**config.mk**
```make
export PLATFORM = sky130hd
export DESIGN_NAME = priority_sleep_thread_scheduler_flat
export DESIGN_NICKNAME = d
export VERILOG_FILES = /design/src/rtl/pss_pkg.sv /design/src/rtl/pss_if.sv /design/src/rtl/pss_pick.sv /design/src/rtl/priority_sleep_thread_scheduler.sv /design/src/flat_wrapper.sv
export SDC_FILE = /design/constraint.sdc
export NUM_CORES = 1
export LEC_CHECK = 0
export ABC_AREA = 1
export BUFFER_PORTS_ARGS = -buffer_cell sky130_fd_sc_hd__buf_2
export CAP_MARGIN = 20
export CORE_MARGIN = 1.5
export CORE_UTILIZATION = 40
export DETAILED_ROUTE_END_ITERATION = 8
export PLACE_DENSITY = 0.53
export SLEW_MARGIN = 20
export SYNTH_ARGS = -nofsm -noshare
export SYNTH_HDL_FRONTEND = slang
export SYNTH_SLANG_ARGS = --single-unit
export TNS_END_PERCENT = 1
```
**constraint.sdc**
```tcl
create_clock -name clk -period 13.7 [get_ports clk]
set_clock_uncertainty 0.1 [all_clocks]
set_input_delay 2.74 -clock clk [delete_from_list [all_inputs] [get_ports clk]]
set_output_delay 2.74 -clock clk [all_outputs]
set_load 0.005 [all_outputs]
```
**src/rtl/pss_pkg.sv**
```systemverilog
`timescale 1ns / 1ps
// ----------------------------------------------------------------------------
// pss_pkg
// Shared types and constants for the priority sleep thread scheduler.
// ----------------------------------------------------------------------------
package pss_pkg;

  localparam int MAX_THREADS = 8;
  localparam int IDX_W       = (MAX_THREADS > 1) ? $clog2(MAX_THREADS) : 1;
  localparam int CNT_W       = $clog2(MAX_THREADS + 1);
  localparam int PRIO_W      = 8;
  localparam int TICK_W      = 32;
  localparam int OUT_IDX_W   = 3;

  localparam logic [PRIO_W-1:0] PRIO_NONE = 8'd255;

  localparam logic ST_OK   = 1'b0;
  localparam logic ST_FULL = 1'b1;

  typedef enum logic [1:0] {
    OP_ADD   = 2'd0,
    OP_TICK  = 2'd1,
    OP_SLEEP = 2'd2,
    OP_SCHED = 2'd3
  } op_t;

  typedef logic [MAX_THREADS-1:0][PRIO_W-1:0] prio_vec_t;
  typedef logic [MAX_THREADS-1:0][TICK_W-1:0] tick_vec_t;

  typedef struct packed {
    logic             found;
    logic [IDX_W-1:0] idx;
  } pick_t;

endpackage

```
**src/rtl/pss_if.sv**
```systemverilog
`timescale 1ns / 1ps
// ----------------------------------------------------------------------------
// pss_if
// Valid/ready channels for scheduler requests and scheduler results.
// ----------------------------------------------------------------------------
interface pss_in_if;
  logic                                valid;
  logic                                ready;
  pss_pkg::op_t                        op;
  logic [pss_pkg::PRIO_W-1:0]          priority_req;
  logic [pss_pkg::TICK_W-1:0]          sleep_ticks;

  modport source (output valid, output op, output priority_req, output sleep_ticks,
                  input ready);
  modport sink   (input valid, input op, input priority_req, input sleep_ticks,
                  output ready);
endinterface

interface pss_out_if;
  logic                                valid;
  logic                                ready;
  logic                                status;
  logic [pss_pkg::OUT_IDX_W-1:0]       running_thread;
  logic [pss_pkg::OUT_IDX_W-1:0]       added_index;

  modport source (output valid, output status, output running_thread,
                  output added_index, input ready);
  modport sink   (input valid, input status, input running_thread,
                  input added_index, output ready);
endinterface

```
**src/rtl/pss_pick.sv**
```systemverilog
`timescale 1ns / 1ps
// ----------------------------------------------------------------------------
// pss_pick
// Selects the ready thread with the lowest priority, ties going to the first
// thread met in ring order after the running thread.
// ----------------------------------------------------------------------------
module pss_pick (
  input  pss_pkg::prio_vec_t                prio,
  input  logic [pss_pkg::MAX_THREADS-1:0]   ready,
  input  logic [pss_pkg::CNT_W-1:0]         total,
  input  logic [pss_pkg::IDX_W-1:0]         running,
  output pss_pkg::pick_t                    pick
);
  import pss_pkg::*;

  localparam int RNK_W = CNT_W + 1;

  logic [CNT_W-1:0]  start;
  logic [RNK_W-1:0]  rank;
  logic [RNK_W-1:0]  best_rank;
  logic [PRIO_W-1:0] best_prio;
  logic              cand;

  always_comb begin
    start     = (CNT_W'(running) < total) ? CNT_W'(running) : '0;
    pick      = '{found: 1'b0, idx: running};
    best_rank = '0;
    best_prio = PRIO_NONE;
    rank      = '0;
    cand      = 1'b0;
    for (int i = 0; i < MAX_THREADS; i++) begin
      if (CNT_W'(i) > start) begin
        rank = RNK_W'(i) - RNK_W'(start) - RNK_W'(1);
      end else begin
        rank = RNK_W'(i) + RNK_W'(total) - RNK_W'(start) - RNK_W'(1);
      end
      cand = (CNT_W'(i) < total) && ready[i] && (prio[i] != PRIO_NONE);
      if (cand && (!pick.found || (prio[i] < best_prio) ||
                   ((prio[i] == best_prio) && (rank < best_rank)))) begin
        pick.found = 1'b1;
        pick.idx   = IDX_W'(i);
        best_prio  = prio[i];
        best_rank  = rank;
      end
    end
  end

endmodule

```
**src/rtl/priority_sleep_thread_scheduler.sv**
```systemverilog
`timescale 1ns / 1ps
// ----------------------------------------------------------------------------
// priority_sleep_thread_scheduler
// Thread table with add, timer tick, sleep and priority schedule operations.
// ----------------------------------------------------------------------------
// The block takes one request per clock while the result side keeps up, and
// returns exactly one result for each: the request is captured in an input
// register, and a single execute stage updates the thread table and loads the
// result register. The schedule operation compares all table entries in
// parallel in that stage, so every operation does all of its work there and
// back-to-back requests run at full rate while the result side takes every
// result. The result reports the running thread after the operation and,
// for an accepted add, the slot given to the new thread.
module priority_sleep_thread_scheduler (
  input  logic        clk,
  input  logic        rst,
  pss_in_if.sink      item,
  pss_out_if.source   result
);
  import pss_pkg::*;

  logic                   s1_valid;
  op_t                    s1_op;
  logic [PRIO_W-1:0]      s1_prio;
  logic [TICK_W-1:0]      s1_ticks;

  prio_vec_t              thread_priority;
  tick_vec_t              sleep_remaining;
  tick_vec_t              sleep_remaining_next;
  logic [MAX_THREADS-1:0] blocked_flag;
  logic [MAX_THREADS-1:0] blocked_flag_next;
  logic [MAX_THREADS-1:0] thread_ready;
  logic [CNT_W-1:0]       thread_total;
  logic [CNT_W-1:0]       thread_total_next;
  logic [IDX_W-1:0]       running_index;
  logic [IDX_W-1:0]       running_index_next;
  logic                   prio_we;
  logic                   status_next;
  logic [IDX_W-1:0]       added_next;

  logic                   res_valid;
  logic                   res_status;
  logic [IDX_W-1:0]       res_running;
  logic [IDX_W-1:0]       res_added;

  logic                   advance;
  logic                   exec;
  pick_t                  pick;

  assign advance    = !res_valid || result.ready;
  assign exec       = s1_valid && advance;
  assign item.ready = !s1_valid || advance;

  always_comb begin
    for (int i = 0; i < MAX_THREADS; i++) begin
      thread_ready[i] = (sleep_remaining[i] == '0) && !blocked_flag[i];
    end
  end

  pss_pick u_pick (
    .prio    (thread_priority),
    .ready   (thread_ready),
    .total   (thread_total),
    .running (running_index),
    .pick    (pick)
  );

  always_comb begin
    sleep_remaining_next = sleep_remaining;
    blocked_flag_next    = blocked_flag;
    thread_total_next    = thread_total;
    running_index_next   = running_index;
    prio_we              = 1'b0;
    status_next          = ST_OK;
    added_next           = '0;
    case (s1_op)
      OP_ADD: begin
        if (thread_total < CNT_W'(MAX_THREADS)) begin
          prio_we                                    = 1'b1;
          sleep_remaining_next[IDX_W'(thread_total)] = s1_ticks;
          blocked_flag_next[IDX_W'(thread_total)]    = 1'b0;
          added_next                                 = IDX_W'(thread_total);
          thread_total_next                          = thread_total + CNT_W'(1);
        end else begin
          status_next = ST_FULL;
        end
      end
      OP_TICK: begin
        for (int i = 0; i < MAX_THREADS; i++) begin
          if ((CNT_W'(i) < thread_total) && (sleep_remaining[i] != '0)) begin
            sleep_remaining_next[i] = sleep_remaining[i] - TICK_W'(1);
            if (sleep_remaining[i] == TICK_W'(1)) begin
              blocked_flag_next[i] = 1'b0;
            end
          end
        end
      end
      OP_SLEEP: begin
        if ((thread_total != '0) && (CNT_W'(running_index) < thread_total)) begin
          sleep_remaining_next[running_index] = s1_ticks;
          blocked_flag_next[running_index]    = 1'b1;
        end
      end
      OP_SCHED: begin
        running_index_next = pick.idx;
      end
      default: begin
        running_index_next = running_index;
      end
    endcase
  end

  always_ff @(posedge clk) begin
    if (rst) begin
      s1_valid <= 1'b0;
    end else if (item.valid && item.ready) begin
      s1_valid <= 1'b1;
    end else if (advance) begin
      s1_valid <= 1'b0;
    end
  end

  always_ff @(posedge clk) begin
    if (item.valid && item.ready) begin
      s1_op    <= item.op;
      s1_prio  <= item.priority_req;
      s1_ticks <= item.sleep_ticks;
    end
  end

  always_ff @(posedge clk) begin
    if (rst) begin
      sleep_remaining <= '0;
      blocked_flag    <= '0;
      thread_total    <= '0;
      running_index   <= '0;
    end else if (exec) begin
      sleep_remaining <= sleep_remaining_next;
      blocked_flag    <= blocked_flag_next;
      thread_total    <= thread_total_next;
      running_index   <= running_index_next;
    end
  end

  always_ff @(posedge clk) begin
    if (exec && prio_we) begin
      thread_priority[IDX_W'(thread_total)] <= s1_prio;
    end
  end

  always_ff @(posedge clk) begin
    if (rst) begin
      res_valid <= 1'b0;
    end else if (exec) begin
      res_valid <= 1'b1;
    end else if (result.ready) begin
      res_valid <= 1'b0;
    end
  end

  always_ff @(posedge clk) begin
    if (exec) begin
      res_status  <= status_next;
      res_running <= running_index_next;
      res_added   <= added_next;
    end
  end

  assign result.valid          = res_valid;
  assign result.status         = res_status;
  assign result.running_thread = OUT_IDX_W'(res_running);
  assign result.added_index    = OUT_IDX_W'(res_added);

endmodule

```
**src/flat_wrapper.sv**
```systemverilog
// flat-port wrapper written by rule: the top's interface ports become plain ports
module priority_sleep_thread_scheduler_flat import pss_pkg::*;
  (clk, rst, item_valid, item_op, item_priority_req, item_sleep_ticks, item_ready, result_valid, result_status, result_running_thread, result_added_index, result_ready);
  pss_in_if item_i ();
  pss_out_if result_i ();
  input  logic clk;
  input  logic rst;
  input wire logic [$bits(item_i.valid)-1:0] item_valid;
  input wire logic [$bits(item_i.op)-1:0] item_op;
  input wire logic [$bits(item_i.priority_req)-1:0] item_priority_req;
  input wire logic [$bits(item_i.sleep_ticks)-1:0] item_sleep_ticks;
  output wire logic [$bits(item_i.ready)-1:0] item_ready;
  output wire logic [$bits(result_i.valid)-1:0] result_valid;
  output wire logic [$bits(result_i.status)-1:0] result_status;
  output wire logic [$bits(result_i.running_thread)-1:0] result_running_thread;
  output wire logic [$bits(result_i.added_index)-1:0] result_added_index;
  input wire logic [$bits(result_i.ready)-1:0] result_ready;
  assign item_i.valid = item_valid;
  assign item_i.op = item_op;
  assign item_i.priority_req = item_priority_req;
  assign item_i.sleep_ticks = item_sleep_ticks;
  assign item_ready = item_i.ready;
  assign result_valid = result_i.valid;
  assign result_status = result_i.status;
  assign result_running_thread = result_i.running_thread;
  assign result_added_index = result_i.added_index;
  assign result_i.ready = result_ready;
  priority_sleep_thread_scheduler u_core (.clk(clk), .rst(rst), .item(item_i), .result(result_i));
endmodule
```
# Yosys cells after proc, flatten, opt, wreduce, memory -nomap -nowiden
# Index checks and enable logic that the tools add are counted.
[classes]
addsub = 48
bitwise_logic = 3
reduce_logical = 124
n_mux = 82
n_eq_ne = 44
order_cmp = 36
[op_table]
columns = ["op", "count"]
rows = [
  ["256-bit case mux with 3 select lines", 1],
  ["256-bit bitwise mux", 2],
  ["256-bit two-way mux", 2],
  ["32-bit two-way mux", 10],
  ["32-bit by 1-bit equality test with 1-bit output (second input constant)", 8],
  ["32-bit zero test", 8],
  ["32-bit nonzero test", 8],
  ["32-bit by 1-bit subtractor with 32-bit output (second input constant)", 8],
  ["32-bit demux with 3-bit select", 2],
  ["8-bit two-way mux", 10],
  ["5-bit two-way mux", 15],
  ["64-bit bitwise mux", 1],
  ["8-bit != test (second input constant)", 8],
  ["8-bit equality test", 7],
  ["8-bit less-than comparator", 7],
  ["1-bit logical AND", 52],
  ["6-bit AND reduction", 8],
  ["5-bit AND reduction", 8],
  ["4-bit by 2-bit subtractor with 5-bit output (second input constant)", 8],
  ["5-bit by 1-bit subtractor with 5-bit output (second input constant)", 8],
  ["2-bit by 1-bit != test with 1-bit output (second input constant)", 18],
  ["5-bit less-than comparator", 7],
  ["5-bit by 3-bit subtractor with 5-bit output", 7],
  ["4-bit two-way mux", 7],
  ["36 further kinds", 117],
]
[word_totals]
word_cells = 371
reg_bits = 386

# Longest topological paths before layout
[logic_depth]
ltp_word = 42
depth_mapped = 105
ltp_nobuf = 102

# Cells and area by module
# A second synthesis with hierarchy kept.
[unflattened]
hier_cells = 5864
area_unflattened_um2 = 33911.3
[modules_own_cells]
columns = ["mod", "cells_each", "seq_area_each_um2", "instances", "area_each_um2"]
rows = [
  ["priority_sleep_thread_scheduler", 5093, 8858.5, 1, 29241.8],
  ["pss_pick", 771, 0.0, 1, 4669.5],
]

# Worst setup path before layout
# Ideal clock, no wire load.
[synth_timing]
kind = "register to register"
from = "register u_core.thread_total[1]"
to = "register u_core.res_running[1], in the netlist u_core.result.running_thread[1] (data pin)"
stages_incl_launch_ff = 99
path_slack_ns = 0.388
setup_ns = 0.251
arrival_time_ns = 12.962
cell_sequence = "dfxtp_1 -> inv_1 -> ha_1 -> o21ai_1 -> nand2_1 -> nand3_1 -> nand2_1 -> nor2_1 -> inv_1 -> ha_1 -> fa_1 -> inv_1 -> o21ai_0 -> xor2_1 -> mux2i_1 -> ha_1 -> nand3_1 -> a21oi_1 -> [63 not listed] -> nand2_1 -> inv_1 -> nand2_1 -> nand2_2 -> clkbuf_1 -> nand2_1 -> o21ai_0 -> ha_1 -> inv_1 -> o21bai_1 -> a221oi_1 -> o221a_2 -> nor2_1 -> nand2_1 -> nand2_1 -> nand2_1 -> nand2_1 -> inv_1"
[synth_via]
elab_chain_cells = 42
[synth_rtl]
columns = ["element", "line_no", "text"]
rows = [
  ["start, declared", "priority_sleep_thread_scheduler.sv:33", "logic [CNT_W-1:0] thread_total;"],
  ["start signal, assigned", "priority_sleep_thread_scheduler.sv:140", "thread_total <= thread_total_next;"],
  ["3-bit by 4-bit less-than comparator with 1-bit output", "pss_pick.sv:25", "start = (CNT_W'(running) < total) ? CNT_W'(running) : '0;"],
  ["3-bit two-way mux", "pss_pick.sv:25", ""],
  ["4-bit by 3-bit subtractor with 5-bit output or 1-bit by 3-bit subtractor with 4-bit output (tied branches)", "pss_pick.sv:35, pss_pick.sv:33", ""],
  ["5-bit by 1-bit subtractor with 5-bit output or 4-bit by 2-bit subtractor with 5-bit output (tied branches)", "pss_pick.sv:35, pss_pick.sv:33", ""],
  ["5-bit two-way mux", "pss_pick.sv:32", "if (CNT_W'(i) > start) begin"],
  ["5-bit two-way mux", "pss_pick.sv:38", "if (cand && (!pick.found || (prio[i] < best_prio) ||"],
  ["5-bit less-than comparator", "pss_pick.sv:39", "((prio[i] == best_prio) && (rank < best_rank)))) begin"],
  ["1-bit logical AND", "pss_pick.sv:39", ""],
  ["[27 not listed]", "--", ""],
  ["8-bit two-way mux (tied with other cells)", "pss_pick.sv:38", ""],
  ["8-bit less-than comparator (tied with other cells)", "pss_pick.sv:38", ""],
  ["1-bit logical OR or 1-bit logical AND (tied branches)", "pss_pick.sv:38, pss_pick.sv:39", ""],
  ["1-bit logical OR", "pss_pick.sv:38", ""],
  ["1-bit logical AND", "pss_pick.sv:38", ""],
  ["3-bit two-way mux *", "pss_pick.sv:38", ""],
  ["3-bit two-way mux *", "priority_sleep_thread_scheduler.sv:76", "case (s1_op)"],
  ["via u_core.running_index_next[1]", "priority_sleep_thread_scheduler.sv:36", "logic [IDX_W-1:0] running_index_next;"],
  ["end signal, assigned", "priority_sleep_thread_scheduler.sv:164", "res_running <= running_index_next;"],
  ["end, declared", "priority_sleep_thread_scheduler.sv:43", "logic [IDX_W-1:0] res_running;"],
]
# Mark *: on every way through the listed nets, which the timed path passes. The rest lies on a longest branch.
# A chain may end at the register's enable or synchronous reset.

# Worst setup path in the final report
[layout_timing]
from = "register u_core.thread_total[1]"
to = "register u_core.res_running[0], in the netlist u_core.result.running_thread[0] (data pin)"
# The elaborated chain is that of the path after synthesis.

==> out/qor.yml <==
outcome:
  status: "completed"
layout:
  fin_cells: 5611
  layout_common_cells: "667 x o21ai_0, 588 x inv_1, 539 x nand2_1, 523 x a21oi_1, 522 x nor2_1"
  final_common_cell: "o21ai_0"
  nets: 4787
  final_core_utilization_pct: 44.7
  area_growth_pct: 11.0
  multiInputGateArea_um2: 18800
  seq_area_um2: 8860
  drive_gt1_share_pct: 8.14
  fillCellCount: 8015
sta:
  drv_slew: 0
  final-hold-violation-count: 0
  timing.fmax_mhz: 78.9
  maxSlewHeadroom_pct: 12.2
  fin_crit_sh_pct: 92.5
  post-route-min-period_ns: 12.67
  setup_viol: 0
  worstMarginPinSlew_ns: 1.31
synthesis:
  synth-main-ff-cell: "dfxtp_1"
  yosysWarningCount: 0
  synth-adder-area-share_pct: 6.28
  ys_ff_latch: 386
  muxShareOfSynthArea_pct: 0.0329
  synth_top_cell_area_share_pct: 17.9
  yosysSeqAreaShare_pct: 29.1
  syn_area_um2: 30500
  async_flop_share_pct: 0
  synth_top_family_by_area: "compound AO/OA/AOI/OAI gates"
  syn_inst: 4631
  synth_xor_area_share_pct: 1.04
  synth_simple_gate_area_share_pct: 20.8
  synth_area_per_cell_um2: 6.58
  syn_nets: 4825
  synth_edf_count: 113
  synth_area_leaders: "dfxtp_1 18%, o21ai_0 11%, edfxtp_1 11%, a21oi_1 8.7%, inv_1 7.4%"
  synth.distinct_cells: 51
  synth_compound_area_share_pct: 32.0
  synth.largest_area_cell: "dfxtp_1"
worst_setup_path:
  cp-start-kind: "flop"
  cpMostUsedCell: "nand2_1"
  arrival_ns: 12.94
  critPathRequiredTime_ns: 13.97
  cpPeakStageDelay_ns: 0.36
  critPathTopFamily: "simple AND/OR/NAND/NOR gates"
  crit_slowest_cell: "a2111oi_2"
  cp_num_buf_inv: 10
  crit_path_end_kind: "flop"
  path_class: "flop to flop"
  critPathMaxFanout: 13
global_routing:
  grt_usage_pct: 31.3
  antenna_found_initial: 2
  grt_pass1_wl_um: 189000
  grt_max_degree: 123
  grt_pass1_vias: 30800
  grt_overflow_total: 0
routing:
  antenna_left: 0
  route.detailed.drc: 0
  viasPerCell: 5.94
  wl_um: 125000
  vias: 33300
  route.detailed.wl_per_inst_um: 22.3
  firstDrtPassIters: 6
  drtIter0Drc: 3430
place:
  routabilityCongestion: 0.904
  dp_hpwl_um: 86200
  post-place-cells: 5489
  io_buffers: 54
power_and_ir_drop:
  p_per_area_nw_per_um2: 107
  vdd_drop_max_uv: 82.6
  p_leak_nw: 14.0
cts:
  cts_root_buf: "clkbuf_16"
  tritoncts: "built"
  path_clk_slew_ns: 0.06
  clock_sinks: 386
  ctsHoldBuffers: 0
  clkLatencyLatePin_ns: 0.62
  cts_max_level: 2
  cts_max_path_buffers: 3
  numCtsBuffers: 50
run:
  maxCapViolCount: 0
hold_path:
  hold_path.class: "flop to flop"
die:
  die_w_um: 279
  io_pins: 55
  core_um2: 75700
  dieArea_um2: 77800
  num_rows: 101
  start_util_pct: 40.2
  die_h_um: 279
[registers in the layout (all words and copies together) (netlist names)]
signal and cells:
u_core.s1_prio 8, u_core.result.running_thread 3, u_core.thread_total 4, u_core.blocked_flag 8, u_core.result.status 1, u_core.s1_op 2, u_core.thread_priority 64, u_core.result.added_index 3
u_core.result.valid 1, u_core.s1_valid 1, u_core.running_index 3, u_core.s1_ticks 32, u_core.sleep_remaining 256
[where the power goes]
| part | leakage, nW | internal [mW] | switching (mW) | total (mW) |
|---|---|---|---|---|
| Combinational | 9.94 | 0.287 | 0.710 | 0.997 |
| Clock | 0.764 | 0.762 | 0.559 | 1.32 |
| Sequential | 3.27 | 1.22 | 0.0642 | 1.29 |
| Total | 14.0 | 2.27 | 1.33 | 3.60 |
[repair_timing]
| action | CTS | global route |
|---|---|---|
| resized for setup | 0 | 97 |
| buffers inserted | 0 | 19 |
| endpoints found under the setup margin | 0 | 6 |
[path summary, 6_finish.rpt]
| check | startpoint | endpoint | slack [ns] | cells past startpoint |
|---|---|---|---|---|
| worst max-delay path | u_core.thread_total[1] | u_core.result.running_thread[0] | 1.03 | 92 |
| worst min register to register | u_core.blocked_flag[4] | u_core.blocked_flag[4] | 0.36 | 2 |
| worst min-delay path | u_core.blocked_flag[4] | u_core.blocked_flag[4] | 0.36 | 2 |
| worst max register to register | u_core.thread_total[1] | u_core.result.running_thread[0] | 1.03 | 92 |
[cells in the mapped netlist, drive strengths merged, types with 24 or more instances]
master and instances:
a221oi 51, edfxtp 113, nand4 58, nor4 24, nor2 549, o21ai 704, a22oi 47, nor3 83
xor2 31, inv 612, a21oi 527, o32ai 24, clkbuf 218, a211oi 225, buf 30, ha 140
nand2 581, nand3 167, o22ai 47, dfxtp 273
[tightest hold or removal path, stage by stage (launching register included)]
cell and delay (ns):
dfxtp_1 0.30, inv_1 0.06, a21oi_1 0.06
[area by class of cell]
| type | instances | share of cell area [%] |
|---|---|---|
| multi-input combinational | 3386 | 55.5 |
| sequential | 386 | 26.2 |
| inverter | 620 | 6.95 |
| clock buffer | 76 | 4.17 |
| tap | 978 | 3.62 |
| timing repair buffer | 149 | 3.10 |
| clock inverter | 15 | 0.455 |
| antenna | 1 | 0.00740 |
[through the flow]
stage | total power [mW] | area (um^2) | worst slack [ns] | hold slack [ns] | TNS [ns]
4_1_cts | 3.59 | 33300 | 0.197 | 0.367 | 0
3_3_place_gp | 2.27 | 31700 | 0.445 | 0.353 | 0
5_1_grt | 3.78 | 33800 | -0.0926 | 0.398 | -0.422
2_1_floorplan | 1.95 | 30500 | 0.388 | 0.331 | 0
3_5_place_dp | 2.27 | 31700 | 0.227 | 0.358 | 0
6_report | 3.60 | 33800 | 1.03 | 0.364 | 0
[per-layer routing]
metal / vias to the layer above / track usage, % / wire length [um] / share of wire (%)
met4: 2 / 10.8 / 4310 / 3.4
met1: 15700 / 41.3 / 53200 / 43
met3: 235 / 4.43 / 8660 / 6.9
met5: - / 0 / 11 / 0.0088
li1: 16100 / - / - / -
met2: 1285 / 52.2 / 59100 / 47
[cell families after synthesis]
| kind of cell | count (synthesis) |
|---|---|
| compound gates | 1702 |
| xor+xnor | 36 |
| fa+ha+maj | 148 |
| buf+inv | 868 |
| flops | 386 |
| mux | 1 |
| simple gates | 1490 |
Note: power is estimated with default switching activity, not from simulation.
